<file path="src/hw/rtl/tvb_minmod_slope_limiter_top_defines.svh">
// ----------------------------------------------------------------------------
// TVB minmod slope limiter: assertion macros
// Shared concurrent assertion forms; expect i_clk and i_rst_n in scope.
// ----------------------------------------------------------------------------
`ifndef TVB_MINMOD_SLOPE_LIMITER_TOP_DEFINES_SVH
`define TVB_MINMOD_SLOPE_LIMITER_TOP_DEFINES_SVH

// same-cycle implication
`define TVB_ASSERT_IMP(label, ante, cons, msg) \
    label: assert property (@(posedge i_clk) disable iff (!i_rst_n) \
        (ante) |-> (cons)) else $error(msg);

// next-cycle implication
`define TVB_ASSERT_NXT(label, ante, cons, msg) \
    label: assert property (@(posedge i_clk) disable iff (!i_rst_n) \
        (ante) |=> (cons)) else $error(msg);

`endif

</file>
<file path="src/hw/rtl/tvb_mm_pkg.sv">
// ----------------------------------------------------------------------------
// TVB minmod slope limiter package
// Types, register codes and sizing helpers shared by the limiter modules.
// ----------------------------------------------------------------------------
`default_nettype none

package tvb_mm_pkg;

    localparam int NUM_LANES = 3;
    localparam int MUL_CHUNK = 16;

    localparam int SCALE_W   = 21;
    localparam int BOUND_W   = 31;
    localparam int CFG_W     = 31;
    localparam int CFG_IDX_W = 1;

    localparam logic [CFG_IDX_W-1:0] CFG_NEIGHBOR_SCALE    = 1'b0;
    localparam logic [CFG_IDX_W-1:0] CFG_SMALL_SLOPE_BOUND = 1'b1;

    localparam logic [SCALE_W-1:0] SCALE_RESET = 21'd65536;
    localparam logic [BOUND_W-1:0] BOUND_RESET = 31'd0;

    typedef enum logic [2:0] {
        S_IDLE,
        S_DIV,
        S_AVG,
        S_HOLD,
        S_DIFF,
        S_MUL,
        S_EMIT_HELD,
        S_EMIT_CUR
    } t_state;

    typedef struct packed {
        logic cur_load;
        logic div_step;
        logic avg_load;
        logic diff_load;
        logic mul_step;
        logic hold_load;
        logic before_load;
        logic sel_cur;
        logic edge_cell;
    } t_lane_ctrl;

    // chunks of (|curv| + 6) >> 2 multiplied by the reciprocal of 3
    function automatic int div_steps(int coef_w);
        return (coef_w - 2 + MUL_CHUNK - 1) / MUL_CHUNK;
    endfunction

    // chunks of the difference magnitude (coef_w + 1 bits)
    function automatic int mul_steps(int coef_w);
        return (coef_w + 1 + MUL_CHUNK - 1) / MUL_CHUNK;
    endfunction

endpackage

`default_nettype wire

</file>
<file path="src/hw/rtl/tvb_mm_merge.sv">
// ----------------------------------------------------------------------------
// TVB minmod output merge
// Packs the three lane results into one output register and drives the stream.
// ----------------------------------------------------------------------------
`default_nettype none

module tvb_mm_merge #(
    parameter  int COEF_WIDTH = 32,
    localparam int TDATA_W    = ((3 * tvb_mm_pkg::NUM_LANES * COEF_WIDTH + 7) / 8) * 8
) (
    input  wire logic                         i_clk,
    input  wire logic                         i_rst_n,
    input  wire logic                         i_load,
    input  wire logic                         i_last,
    input  wire logic signed [COEF_WIDTH-1:0] i_mean  [tvb_mm_pkg::NUM_LANES],
    input  wire logic signed [COEF_WIDTH-1:0] i_slope [tvb_mm_pkg::NUM_LANES],
    input  wire logic signed [COEF_WIDTH-1:0] i_curv  [tvb_mm_pkg::NUM_LANES],
    input  wire logic                         i_m_tready,
    output logic                              o_free,
    output logic                              o_m_tvalid,
    output logic                              o_m_tlast,
    output logic [TDATA_W-1:0]                o_m_tdata
);
    import tvb_mm_pkg::*;

    localparam int W = COEF_WIDTH;

    logic               r_valid;
    logic               r_last;
    logic [TDATA_W-1:0] r_data, n_data;

    always_comb begin
        n_data = '0;
        for (int f = 0; f < NUM_LANES; f++) begin
            n_data[(3*f)*W   +: W] = i_mean[f];
            n_data[(3*f+1)*W +: W] = i_slope[f];
            n_data[(3*f+2)*W +: W] = i_curv[f];
        end
    end

    always_ff @(posedge i_clk) begin
        if (!i_rst_n) begin
            r_valid <= 1'b0;
        end else if (i_load) begin
            r_valid <= 1'b1;
        end else if (i_m_tready) begin
            r_valid <= 1'b0;
        end
    end

    always_ff @(posedge i_clk) begin
        if (i_load) begin
            r_data <= n_data;
            r_last <= i_last;
        end
    end

    assign o_free     = !r_valid || i_m_tready;
    assign o_m_tvalid = r_valid;
    assign o_m_tlast  = r_last;
    assign o_m_tdata  = r_data;

endmodule

`default_nettype wire

</file>
<file path="config.mk">
export PLATFORM = sky130hd
export DESIGN_NAME = tvb_mm_merge
export DESIGN_NICKNAME = d
export VERILOG_FILES = /design/src/hw/rtl/tvb_minmod_slope_limiter_top_defines.svh /design/src/hw/rtl/tvb_mm_pkg.sv /design/src/hw/rtl/tvb_mm_merge.sv
export SDC_FILE = /design/constraint.sdc
export NUM_CORES = 1
export LEC_CHECK = 0
export BUFFER_PORTS_ARGS = -buffer_cell sky130_fd_sc_hd__buf_2
export CAP_MARGIN = 20
export CORE_AREA = 2 2 226 228
export DETAILED_ROUTE_END_ITERATION = 16
export DIE_AREA = 0 0 228 230
export PLACE_DENSITY = 0.45
export SYNTH_ARGS = -nofsm -noshare
export SYNTH_HDL_FRONTEND = slang
export SYNTH_SLANG_ARGS = --single-unit
</file>
<file path="constraint.sdc">
create_clock -name i_clk -period 0.8 [get_ports i_clk]
set_input_delay 0.08 -clock i_clk [delete_from_list [all_inputs] [get_ports i_clk]]
set_output_delay 0.08 -clock i_clk [all_outputs]
set_load 0.02 [all_outputs]
</file>
# Word level (Yosys, flattened, before mapping)
# Index checks and enable logic that the tools add are counted.
[totals]
reg_bits = 290
out_inout_bits = 291
in_bits = 293
word_cells = 8
[op_classes]
n_reduce_logical = 3
n_mux = 2
[op_table]
columns = ["operator", "count"]
rows = [
  ["two-way mux 1 bit", 2],
  ["nonzero test 2 bit", 1],
  ["logical NOT 1 bit", 1],
  ["logical OR 1 bit", 1],
]

# Logic depth before layout (Yosys ltp)
# Gate-level depths: netlist of the first run.
[depth]
depth_word = 2
ltp_mapped = 2
ltp_nobuf = 2

# Worst setup path after synthesis of the first run
# No wires, ideal clock.
[synth_path]
path_kind = "reg-to-reg"
start = "register, netlist name o_m_tvalid"
end = "register r_valid, in the netlist o_m_tvalid"
t_required_ps = 734
arrival_ps = 708
stages_incl_launch_ff = 3
setup_time_ps = 66
n_path_buf = 0
slack_ps = 26
period_less_slack_ps = 774
path_cell_list = "dfxtp_1 -> nand2b_4 -> a21boi_2"
[synth_lines]
columns = ["element", "line", "text"]
rows = [
  ["end signal, assigned", "tvb_mm_merge.sv:43", "r_valid <= 1'b0;"],
  ["end signal, assigned", "tvb_mm_merge.sv:45", "r_valid <= 1'b1;"],
  ["end signal, assigned", "tvb_mm_merge.sv:47", "r_valid <= 1'b0;"],
  ["end, declared", "tvb_mm_merge.sv:28", "logic r_valid;"],
]

# Worst setup path in the final report of the first run
[layout_path]
start = "register r_data[242], in the netlist o_m_tdata[242]"
end = "output port o_m_tdata[242]"
[layout_lines]
columns = ["element", "line", "text"]
rows = [
  ["start, declared", "tvb_mm_merge.sv:30", "logic [TDATA_W-1:0] r_data, n_data;"],
  ["start signal, assigned", "tvb_mm_merge.sv:53", "r_data <= n_data;"],
  ["end, declared", "tvb_mm_merge.sv:22", "output logic [TDATA_W-1:0] o_m_tdata"],
]
# No word-level cell between the ends.

==> flow_metrics.py, run 1 <==
metrics = {
    "route": {
        "totalWireLength_mm": 32.75,
        "dr_total_vias": 6744,
        "drt_iter0_markers": 193,
        "drt.antenna.violating_nets": 0,
        "drt_pre_antenna_iters": 4,
        "remaining_drc_errors": 0,
        "wl_per_cell_um": 16.85,
        "vias_per_cell": 3.471,
    },
    "final_layout": {
        "finish.cell_count_without_fillers": 1943,
        "final_net_count": 1535,
        "layout-drive-gt1-share_pct": 52.96,
        "growth_of_design_area_from_synthesis_to_finish_pct": 111.3,
    },
    "global_route": {
        "top_usage_layer": "met2",
        "grt_antenna_before_repair": 7,
        "groute.layer.met2.usage_pct": 21.79,
        "grt_util_all_layers_pct": 11.83,
        "grt_start_max_net_pins": 28,
        "grt_util_met1_pct": 12.49,
        "grt_pass1_wl_mm": 46.33,
        "vias_in_the_first_global_route": 7576,
        "grt_overflow_total": 0,
        "grt_util_met3_pct": 3.881,
    },
    "yosys": {
        "synth_mux_area_share_pct": 0,
        "cell_area_after_synthesis_sq_um": 8727,
        "synth_adder_area_share_pct": 0,
        "synthFlopType": "sky130_fd_sc_hd__edfxtp_1",
        "dominant_combinational_cell_family_by_area_after_synthesis": "simple AND/OR/NAND/NOR gates",
        "synthTopCellsByArea": "sky130_fd_sc_hd__edfxtp_1 99%, sky130_fd_sc_hd__dfxtp_1 0.23%, sky130_fd_sc_hd__nand2b_4 0.16%",
        "ys_ff_latch": 290,
        "synth_top_area_share_pct": 99.44,
        "synth_nets": 586,
        "yosys.cell_count.top_type": "sky130_fd_sc_hd__edfxtp_1",
        "yosys.cell_types.count": 5,
        "synth.largest_area_cell": "sky130_fd_sc_hd__edfxtp_1",
        "synthesized_area_per_cell_sq_um": 29.79,
        "number_of_synthesized_flops_with_an_enable_pin": 289,
        "synthArstFlopShare_pct": 0,
        "ys_warn_count": 0,
        "synth_xor_xnor_area_share_pct": 0,
        "synthTopCellsByCount": "289 x sky130_fd_sc_hd__edfxtp_1, 1 x sky130_fd_sc_hd__a21boi_2, 1 x sky130_fd_sc_hd__dfxtp_1, 1 x sky130_fd_sc_hd__inv_1, 1 x sky130_fd_sc_hd__nand2b_4",
        "synthCells": 293,
        "synth.yosys.seq_area_share_pct": 99.67,
        "synth-simple-area-share_pct": 0.1577,
        "synth-compound-area-share_pct": 0.1290,
    },
    "run": {
        "cap_viol_max_count": 0,
    },
    "clock_network": {
        "cts_root_buf": "sky130_fd_sc_hd__clkbuf_16",
        "worstSkewPairLatency_ns": 0.51,
        "clk_pin_slew_worst_paths_ns": 0.06,
        "cts-root-to-sink-buffers": 3,
        "h-tree-depth": 2,
        "tritoncts": "yes",
        "tritoncts.num_buffers": 34,
        "clock_sink_count": 290,
    },
    "setup_path": {
        "setup.worst_path.class": "register to output pin",
        "cp_top_family": "flip-flops",
        "critPathCaptureType": "output pin",
        "critPathSlowestCell": "sky130_fd_sc_hd__edfxtp_1",
        "max_stage_delay_ns": 0.44,
        "setup.worst_path.start_class": "register",
        "critical_path_arrival_ns": 1.13,
        "ff2ff_setup_slack_ns": 0.07,
        "worstPathRequired_ns": 0.72,
        "cp_num_cells": 1,
        "worst-path-buf-inv": 1,
        "critPathMaxFanout": 1,
        "r2r_end": "o_m_tvalid$_SDFFE_PN0P_",
        "crit-reg2reg-launch": "o_m_tvalid$_SDFFE_PN0P_",
        "timing.critical_path.cells": "buf_6",
        "timing.reg2reg.worst_path_depth": 3,
    },
    "placement": {
        "hpwl_mm": 23.21,
        "gp_congestion": 0.8806,
        "buffer_ports.inserted": 583,
        "post-place-cells": 1585,
    },
    "timing": {
        "number_of_slew_limit_violations_in_the_final_report": 0,
        "final-hold-violation-count": 1,
        "final.setup.tns_ns": -95.73,
        "finalWorstSetupSlack_ns": -0.4093,
        "finalHoldWorstSlack_ns": -0.06013,
        "layout_worst_path_cycle_share_pct": 151.2,
        "actual_transition_at_the_worst_max_transition_pin_ns": 0.3489,
        "timing.fmax_mhz": 827.0,
        "timing.final.setup_violations": 294,
        "rsz0062_at_grt": "yes",
        "timing.slew.headroom_pct": 76.74,
        "skew_ns": 0,
        "period_needed_ns": 1.209,
    },
    "worst_hold_path": {
        "hp-class": "input pin to register",
        "hold_path_endpoint": "o_m_tvalid$_SDFFE_PN0P_",
        "hold_path_startpoint": "i_m_tready",
        "hold-path-cell-count": 4,
    },
    "floorplanning": {
        "die_w_um": 228,
        "core_area_sq_um": 49860,
        "floorplan.initialDensity_pct": 17.50,
        "rows": 82,
        "dieArea_sq_um": 52440,
        "fp.dieH_um": 230,
        "pin_count": 584,
    },
    "power_and_ir_drop": {
        "peakVddDrop_v": 0.001709,
        "power_density_nw_per_um2": 2188,
        "power.leakage_nw": 7.646,
    },
    "run_status": {
        "failing_checks": "negative hold slack, negative setup slack",
        "outcome": "finished with violations",
    },
}
[cell type report]
class                      count  area (sq um)
sequential                   290          8700
antenna                        4         10.01
multi-input combinational      2         25.02
tap                          672         840.8
timing repair buffer         913          7750
fill                        4645         31430
clock inverter                18         158.9
inverter                       1         3.754
clock buffer                  43         948.4
[report_power, final]
part	switching, W	internal [W]
Clock	0.00595	0.00934
Sequential	0.000548	0.0181
Combinational	0.00295	0.00346
[what timing repair did]
action                                  in CTS  in global routing
resized for setup                          319                171
setup buffers                                1                  0
endpoints found under the setup margin     291                294
hold endpoints to repair                   293                  4
hold buffers                               292                  2
[registers in the layout, summed over array words and instances (netlist names)]
register	cells
o_m_tdata	288
o_m_tlast	1
o_m_tvalid	1
[cell families (layout without fill, tap and decap cells)]
| logic type | count (synthesis) | after routing |
|---|---|---|
| flip-flops | 290 | 290 |
| buffers and inverters | 1 | 975 |
| other | 0 | 4 |
| AO/OA/AOI/OAI | 1 | 1 |
| AND/OR/NAND/NOR | 1 | 1 |
[cell usage in the layout, fill, tap and decap left out]
cell type / instances
sky130_fd_sc_hd__dfxtp_2: 1
sky130_fd_sc_hd__buf_6: 244
sky130_fd_sc_hd__clkinv_2: 6
sky130_fd_sc_hd__a21boi_2: 1
sky130_fd_sc_hd__clkbuf_16: 37
sky130_fd_sc_hd__diode_2: 4
sky130_fd_sc_hd__clkinv_4: 1
sky130_fd_sc_hd__bufinv_16: 3
sky130_fd_sc_hd__buf_2: 338
sky130_fd_sc_hd__inv_1: 1
sky130_fd_sc_hd__clkinv_1: 8
sky130_fd_sc_hd__dlygate4sd3_1: 292
sky130_fd_sc_hd__nand2b_4: 1
sky130_fd_sc_hd__buf_4: 31
sky130_fd_sc_hd__clkbuf_1: 6
sky130_fd_sc_hd__buf_8: 1
sky130_fd_sc_hd__buf_12: 7
sky130_fd_sc_hd__edfxtp_1: 289
[worst max-delay path by stage]
stage | start | endpoint
4_1_cts | o_m_tdata[121]$_DFFE_PP_ | o_m_tdata[121]
2_1_floorplan | o_m_tvalid$_SDFFE_PN0P_ | o_m_tvalid$_SDFFE_PN0P_
5_1_grt | o_m_tdata[242]$_DFFE_PP_ | o_m_tdata[242]
6_report | o_m_tdata[242]$_DFFE_PP_ | o_m_tdata[242]
3_5_place_dp | i_load | o_m_tdata[233]$_DFFE_PP_
3_3_place_gp | i_load | o_m_tdata[114]$_DFFE_PP_
[through the flow]
step | worst slack [ns] | hold slack [ns] | util, % | total power (W) | cell area [sq um]
after floorplan | 0.02590 | 0.1789 | - | 0.02029 | 8727
after global placement | -0.1126 | 0.2571 | 25.79 | 0.02282 | 12860
after detailed placement | -0.1229 | 0.2581 | 25.79 | 0.02284 | 12860
after CTS | -0.4417 | -0.1210 | 35.89 | 0.04050 | 17890
after global routing | -0.4504 | -0.08402 | 36.97 | 0.04187 | 18440
final | -0.4093 | -0.06013 | 36.97 | 0.04034 | 18440
[layer usage]
layer / part of all wire, % / wire length, um
met5: 0 / 0
met4: 2.6 / 852
met3: 7.3 / 2405
met2: 53 / 17470
met1: 37 / 12020
Power figures use the tool's default switching activity.
==> run 2, diff against run 1 <==
clock period = 1.4 ns   (was 0.8 ns; I/O delays follow)
==> flow_metrics.py, run 2 (synthesis gave the netlist of run 1 again) <==
metrics = {
    "timing": {
        "final-hold-violation-count": 0,
        "actual_transition_at_the_worst_max_transition_pin_ns": 0.2858,
        "skew_ns": 0,
        "number_of_slew_limit_violations_in_the_final_report": 0,
        "final.setup.tns_ns": 0,
        "timing.slew.headroom_pct": 80.95,
        "layout_worst_path_cycle_share_pct": 91.37,
        "timing.final.setup_violations": 0,
        "rsz0062_at_grt": "no",
        "timing.fmax_mhz": 781.7,
        "period_needed_ns": 1.279,
    },
    "power_and_ir_drop": {
        "fin_total_pwr_w": 0.02200,
        "power_density_nw_per_um2": 1314,
        "peakVddDrop_v": 0.0009560,
        "power.leakage_nw": 7.017,
    },
    "global_route": {
        "grt_start_max_net_pins": 54,
        "grt_pass1_wl_mm": 43.88,
        "grt_util_all_layers_pct": 11.25,
        "grt_antenna_before_repair": 7,
        "vias_in_the_first_global_route": 7345,
        "grt_overflow_total": 0,
    },
    "run_status": {
        "outcome": "complete, no violations",
    },
    "floorplanning": {
        "fp.dieH_um": 230,
        "core_area_sq_um": 49860,
        "pin_count": 584,
        "floorplan.initialDensity_pct": 17.50,
        "rows": 82,
        "die_w_um": 228,
        "dieArea_sq_um": 52440,
    },
    "worst_hold_path": {
        "hp-class": "input pin to register",
    },
    "route": {
        "drt_iter0_markers": 220,
        "dr_total_vias": 6607,
        "remaining_drc_errors": 0,
        "vias_per_cell": 3.439,
        "wl_per_cell_um": 16.13,
        "totalWireLength_mm": 30.99,
        "drt_pre_antenna_iters": 6,
        "drt.antenna.violating_nets": 0,
    },
    "placement": {
        "post-place-cells": 1568,
        "gp_congestion": 0.8342,
        "buffer_ports.inserted": 583,
        "hpwl_mm": 22.41,
    },
    "final_layout": {
        "final_core_utilization_pct": 33.56,
        "layout_commonest_cell": "sky130_fd_sc_hd__buf_2",
        "finish.cell_count_without_fillers": 1921,
        "layout-drive-gt1-share_pct": 52.21,
        "growth_of_design_area_from_synthesis_to_finish_pct": 91.76,
        "max_ffs_per_register": 288,
        "final_net_count": 1516,
        "most-common-layout-cells": "582 x sky130_fd_sc_hd__buf_2, 291 x sky130_fd_sc_hd__dlygate4sd3_1, 289 x sky130_fd_sc_hd__edfxtp_1",
    },
    "clock_network": {
        "tritoncts.num_buffers": 34,
        "cts_root_buf": "sky130_fd_sc_hd__clkbuf_16",
        "worstSkewPairLatency_ns": 0.51,
        "tritoncts": "yes",
        "clock_sink_count": 290,
        "h-tree-depth": 2,
        "post_cts_buffers": 0,
        "clk_pin_slew_worst_paths_ns": 0.06,
        "cts-root-to-sink-buffers": 3,
    },
    "setup_path": {
        "critPathMaxFanout": 1,
        "max_stage_delay_ns": 0.42,
        "timing.critical_path.cells": "buf_2",
        "setup.worst_path.class": "register to output pin",
        "cp_top_family": "flip-flops",
        "worstPathRequired_ns": 1.26,
        "ff2ff_setup_slack_ns": 0.24,
        "critPathCaptureType": "output pin",
        "setup.worst_path.start_class": "register",
        "worst-path-buf-inv": 1,
        "critical_path_arrival_ns": 1.14,
        "critPathSlowestCell": "sky130_fd_sc_hd__edfxtp_1",
    },
    "run": {
        "cap_viol_max_count": 0,
    },
}
run 2: final timing paths:
check	start	endpoint	cells past startpoint
setup / recovery	o_m_tdata[242]$_DFFE_PP_	o_m_tdata[242]	1
setup reg to reg	o_m_tvalid$_SDFFE_PN0P_	o_m_tvalid$_SDFFE_PN0P_	3
hold / removal	i_load	o_m_tdata[0]$_DFFE_PP_	2
hold reg to reg	o_m_tvalid$_SDFFE_PN0P_	o_m_tvalid$_SDFFE_PN0P_	3
run 2: final cells by class:
type                    count  area [sq um]
fillers                  4869         33130
flip-flops and latches    290          8698
repair buffers            894          6078
clock buffers              49          1001
well taps                 672         840.8
clock inverters            11         82.58
multi-input cells           2         25.02
diodes                      2         5.005
inverters                   1         3.754
run 2: timing repair:
action | CTS | global route
hold buffers | 291 | 0
resized for setup | 0 | 0
endpoints found under the hold margin | 290 | 0
run 2: routing by layer:
metal | GRT usage, % | wire, um
met1 | 12.10 | 11520
met2 | 20.18 | 16120
met3 | 3.832 | 2495
met4 | 4.616 | 858
met5 | 0 | 0
run 2: worst register-to-register path, cell delays in order, from the launching register on:
cell and delay, ns:
sky130_fd_sc_hd__dfxtp_1 0.36, sky130_fd_sc_hd__nand2b_4 0.07, sky130_fd_sc_hd__a21boi_2 0.12, sky130_fd_sc_hd__dlygate4sd3_1 0.55
run 2: through the flow:
stage / instance area, sq um / setup WS, ns / hold WS, ns
CTS: 16730 / 0.07063 / 0.003856
detailed placement: 12730 / 0.3555 / 0.3181
global route: 16730 / 0.06820 / 0.01699
finish: 16730 / 0.1208 / 0.02933
global placement: 12730 / 0.3644 / 0.3160
floorplan: 8727 / 0.6259 / 0.2389
run 2: power by group:
part           leakage (nW)  total [W]  switching [W]  internal, W
registers              2.84     0.0105       0.000176       0.0103
clock network         0.522    0.00853        0.00339      0.00515
logic                  3.66    0.00297        0.00165      0.00132
==> run 3, diff against run 2 <==
CORE_AREA = 3 3 227 229   (was 2 2 226 228)
DIE_AREA = 0 0 230 232   (was 0 0 228 230)
==> flow_metrics.py, run 3 (synthesis gave the netlist of run 1 again) <==
metrics = {
    "setup_path": {
        "timing.critical_path.cells": "buf_6",
        "critPathMaxFanout": 1,
        "worst-path-buf-inv": 1,
        "setup.worst_path.class": "register to output pin",
        "worstPathRequired_ns": 1.26,
        "crit-reg2reg-launch": "o_m_tvalid$_SDFFE_PN0P_",
        "max_stage_delay_ns": 0.50,
        "critPathSlowestCell": "sky130_fd_sc_hd__edfxtp_1",
        "setup.worst_path.start_class": "register",
        "r2r_end": "o_m_tvalid$_SDFFE_PN0P_",
        "timing.reg2reg.worst_path_depth": 3,
        "critical_path_arrival_ns": 1.27,
        "critPathCaptureType": "output pin",
        "ff2ff_setup_slack_ns": 0.24,
        "cp_top_family": "flip-flops",
    },
    "route": {
        "remaining_drc_errors": 0,
        "vias_per_cell": 3.433,
        "dr_total_vias": 6595,
        "drt_pre_antenna_iters": 4,
        "drt.antenna.violating_nets": 0,
        "totalWireLength_mm": 29.73,
        "drt_iter0_markers": 175,
        "wl_per_cell_um": 15.47,
    },
    "timing": {
        "period_needed_ns": 1.407,
        "layout_worst_path_cycle_share_pct": 100.5,
        "timing.fmax_mhz": 711.0,
        "number_of_slew_limit_violations_in_the_final_report": 0,
        "skew_ns": 0,
        "final.setup.tns_ns": -0.006519,
        "rsz0062_at_grt": "yes",
        "timing.slew.headroom_pct": 68.55,
        "actual_transition_at_the_worst_max_transition_pin_ns": 0.4702,
        "timing.final.setup_violations": 1,
        "final-hold-violation-count": 0,
        "finalHoldWorstSlack_ns": 0.06959,
        "finalWorstSetupSlack_ns": -0.006519,
    },
    "worst_hold_path": {
        "hp-class": "input pin to register",
        "hold_path_startpoint": "i_load",
        "hold-path-cell-count": 3,
        "hold_path_endpoint": "o_m_tdata[125]$_DFFE_PP_",
    },
    "floorplanning": {
        "fp.dieH_um": 232,
        "core_area_sq_um": 49860,
        "rows": 82,
        "floorplan.initialDensity_pct": 17.50,
        "pin_count": 584,
        "die_w_um": 230,
        "dieArea_sq_um": 53360,
    },
    "final_layout": {
        "final_net_count": 1517,
        "most-common-layout-cells": "581 x sky130_fd_sc_hd__buf_2, 293 x sky130_fd_sc_hd__dlygate4sd3_1, 289 x sky130_fd_sc_hd__edfxtp_1",
        "growth_of_design_area_from_synthesis_to_finish_pct": 90.61,
        "final_core_utilization_pct": 33.36,
        "layout-drive-gt1-share_pct": 51.76,
        "max_ffs_per_register": 288,
        "layout_commonest_cell": "sky130_fd_sc_hd__buf_2",
    },
    "placement": {
        "gp_congestion": 0.7840,
        "dpl_worst_slack_ns": 0.3827,
        "buffer_ports.inserted": 583,
        "hpwl_mm": 21.34,
    },
    "power_and_ir_drop": {
        "power.leakage_nw": 6.974,
        "power_density_nw_per_um2": 1257,
        "peakVddDrop_v": 0.0009014,
        "fin_total_pwr_w": 0.02091,
    },
    "clock_network": {
        "worstSkewPairLatency_ns": 0.56,
        "clk_pin_slew_worst_paths_ns": 0.06,
        "h-tree-depth": 1,
        "tritoncts": "yes",
        "tritoncts.num_buffers": 31,
        "cts_root_buf": "sky130_fd_sc_hd__clkbuf_16",
        "clock_sink_count": 290,
        "post_cts_buffers": 0,
        "cts-root-to-sink-buffers": 3,
    },
    "global_route": {
        "grt_util_all_layers_pct": 10.38,
        "grt_antenna_before_repair": 1,
        "vias_in_the_first_global_route": 7330,
        "grt_pass1_wl_mm": 42.52,
        "grt_overflow_total": 0,
        "grt_start_max_net_pins": 47,
    },
    "run": {
        "cap_viol_max_count": 0,
    },
    "run_status": {
        "outcome": "finished with violations",
        "failing_checks": "negative setup slack",
    },
}
## run 3: changes by cell type in the layout (fill, tap and decap cells not counted)
cell / delta
sky130_fd_sc_hd__buf_2: -1
sky130_fd_sc_hd__clkbuf_1: -4
sky130_fd_sc_hd__clkinvlp_4: -2
sky130_fd_sc_hd__clkinv_2: +2
sky130_fd_sc_hd__clkinv_4: +1
sky130_fd_sc_hd__dlygate4sd3_1: +2
sky130_fd_sc_hd__clkbuf_8: -3
sky130_fd_sc_hd__clkbuf_16: -6
sky130_fd_sc_hd__buf_12: +2
sky130_fd_sc_hd__buf_6: +1
sky130_fd_sc_hd__inv_6: +1
sky130_fd_sc_hd__diode_2: -1
sky130_fd_sc_hd__clkinv_1: +8
## run 3: worst register-to-register path: cells and delay by family (launching register included)
kind | cells | cell delay [ns]
simple gates | 1 | 0.07
buf+inv | 1 | 0.54
flops | 1 | 0.37
compound gates | 1 | 0.12
## run 3: report_power, final
part | total (W) | internal (W) | switching (W)
sequential | 0.0105 | 0.0103 | 0.000178
combinational | 0.00296 | 0.00133 | 0.00163
clock | 0.00745 | 0.00420 | 0.00325
total | 0.0209 | 0.0159 | 0.00506
## run 3: cell type report
cell class	instances	area, sq um
tap	672	840.8
clock inverter	21	125.1
fill	4830	33230
antenna	1	2.502
sequential	290	8698
clock buffer	36	794.5
timing repair buffer	898	6145
inverter	1	3.754
multi-input combinational	2	25.02
## run 3: worst max path at each step
stage	start	endpoint	slack (ns)	depth (start not counted)
floorplan	o_m_tvalid$_SDFFE_PN0P_	o_m_tvalid$_SDFFE_PN0P_	0.63	2
finish	o_m_tdata[206]$_DFFE_PP_	o_m_tdata[206]	-0.007	1
global route	o_m_tdata[206]$_DFFE_PP_	o_m_tdata[206]	-0.06	1
global placement	i_load	o_m_tdata[85]$_DFFE_PP_	0.39	3
CTS	o_m_tdata[206]$_DFFE_PP_	o_m_tdata[206]	-0.07	1
detailed placement	i_load	o_m_tdata[241]$_DFFE_PP_	0.38	3
## run 3: what timing repair did
action / CTS / global route
hold buffers: 293 / 0
gates resized for setup: 2 / 0
pin swaps: 0 / 0
setup endpoints to repair: 1 / 1
hold endpoints to repair: 302 / 0
## run 3: stage by stage
step / std cells / cell area [sq um]
2_1_floorplan: 293 / 8727
3_3_place_gp: 1570 / 12770
3_5_place_dp: 1570 / 12770
4_1_cts: 1920 / 16630
5_1_grt: 1920 / 16630
6_report: 1921 / 16630
## run 3: metal layers
layer | vias to the layer above | track usage, % | wire (um)
met5 | - | 0 | 0
met4 | 0 | 3.235 | 881
met3 | 43 | 3.717 | 2612
met2 | 353 | 18.99 | 15530
met1 | 3125 | 11.18 | 10700
li1 | 3074 | - | -
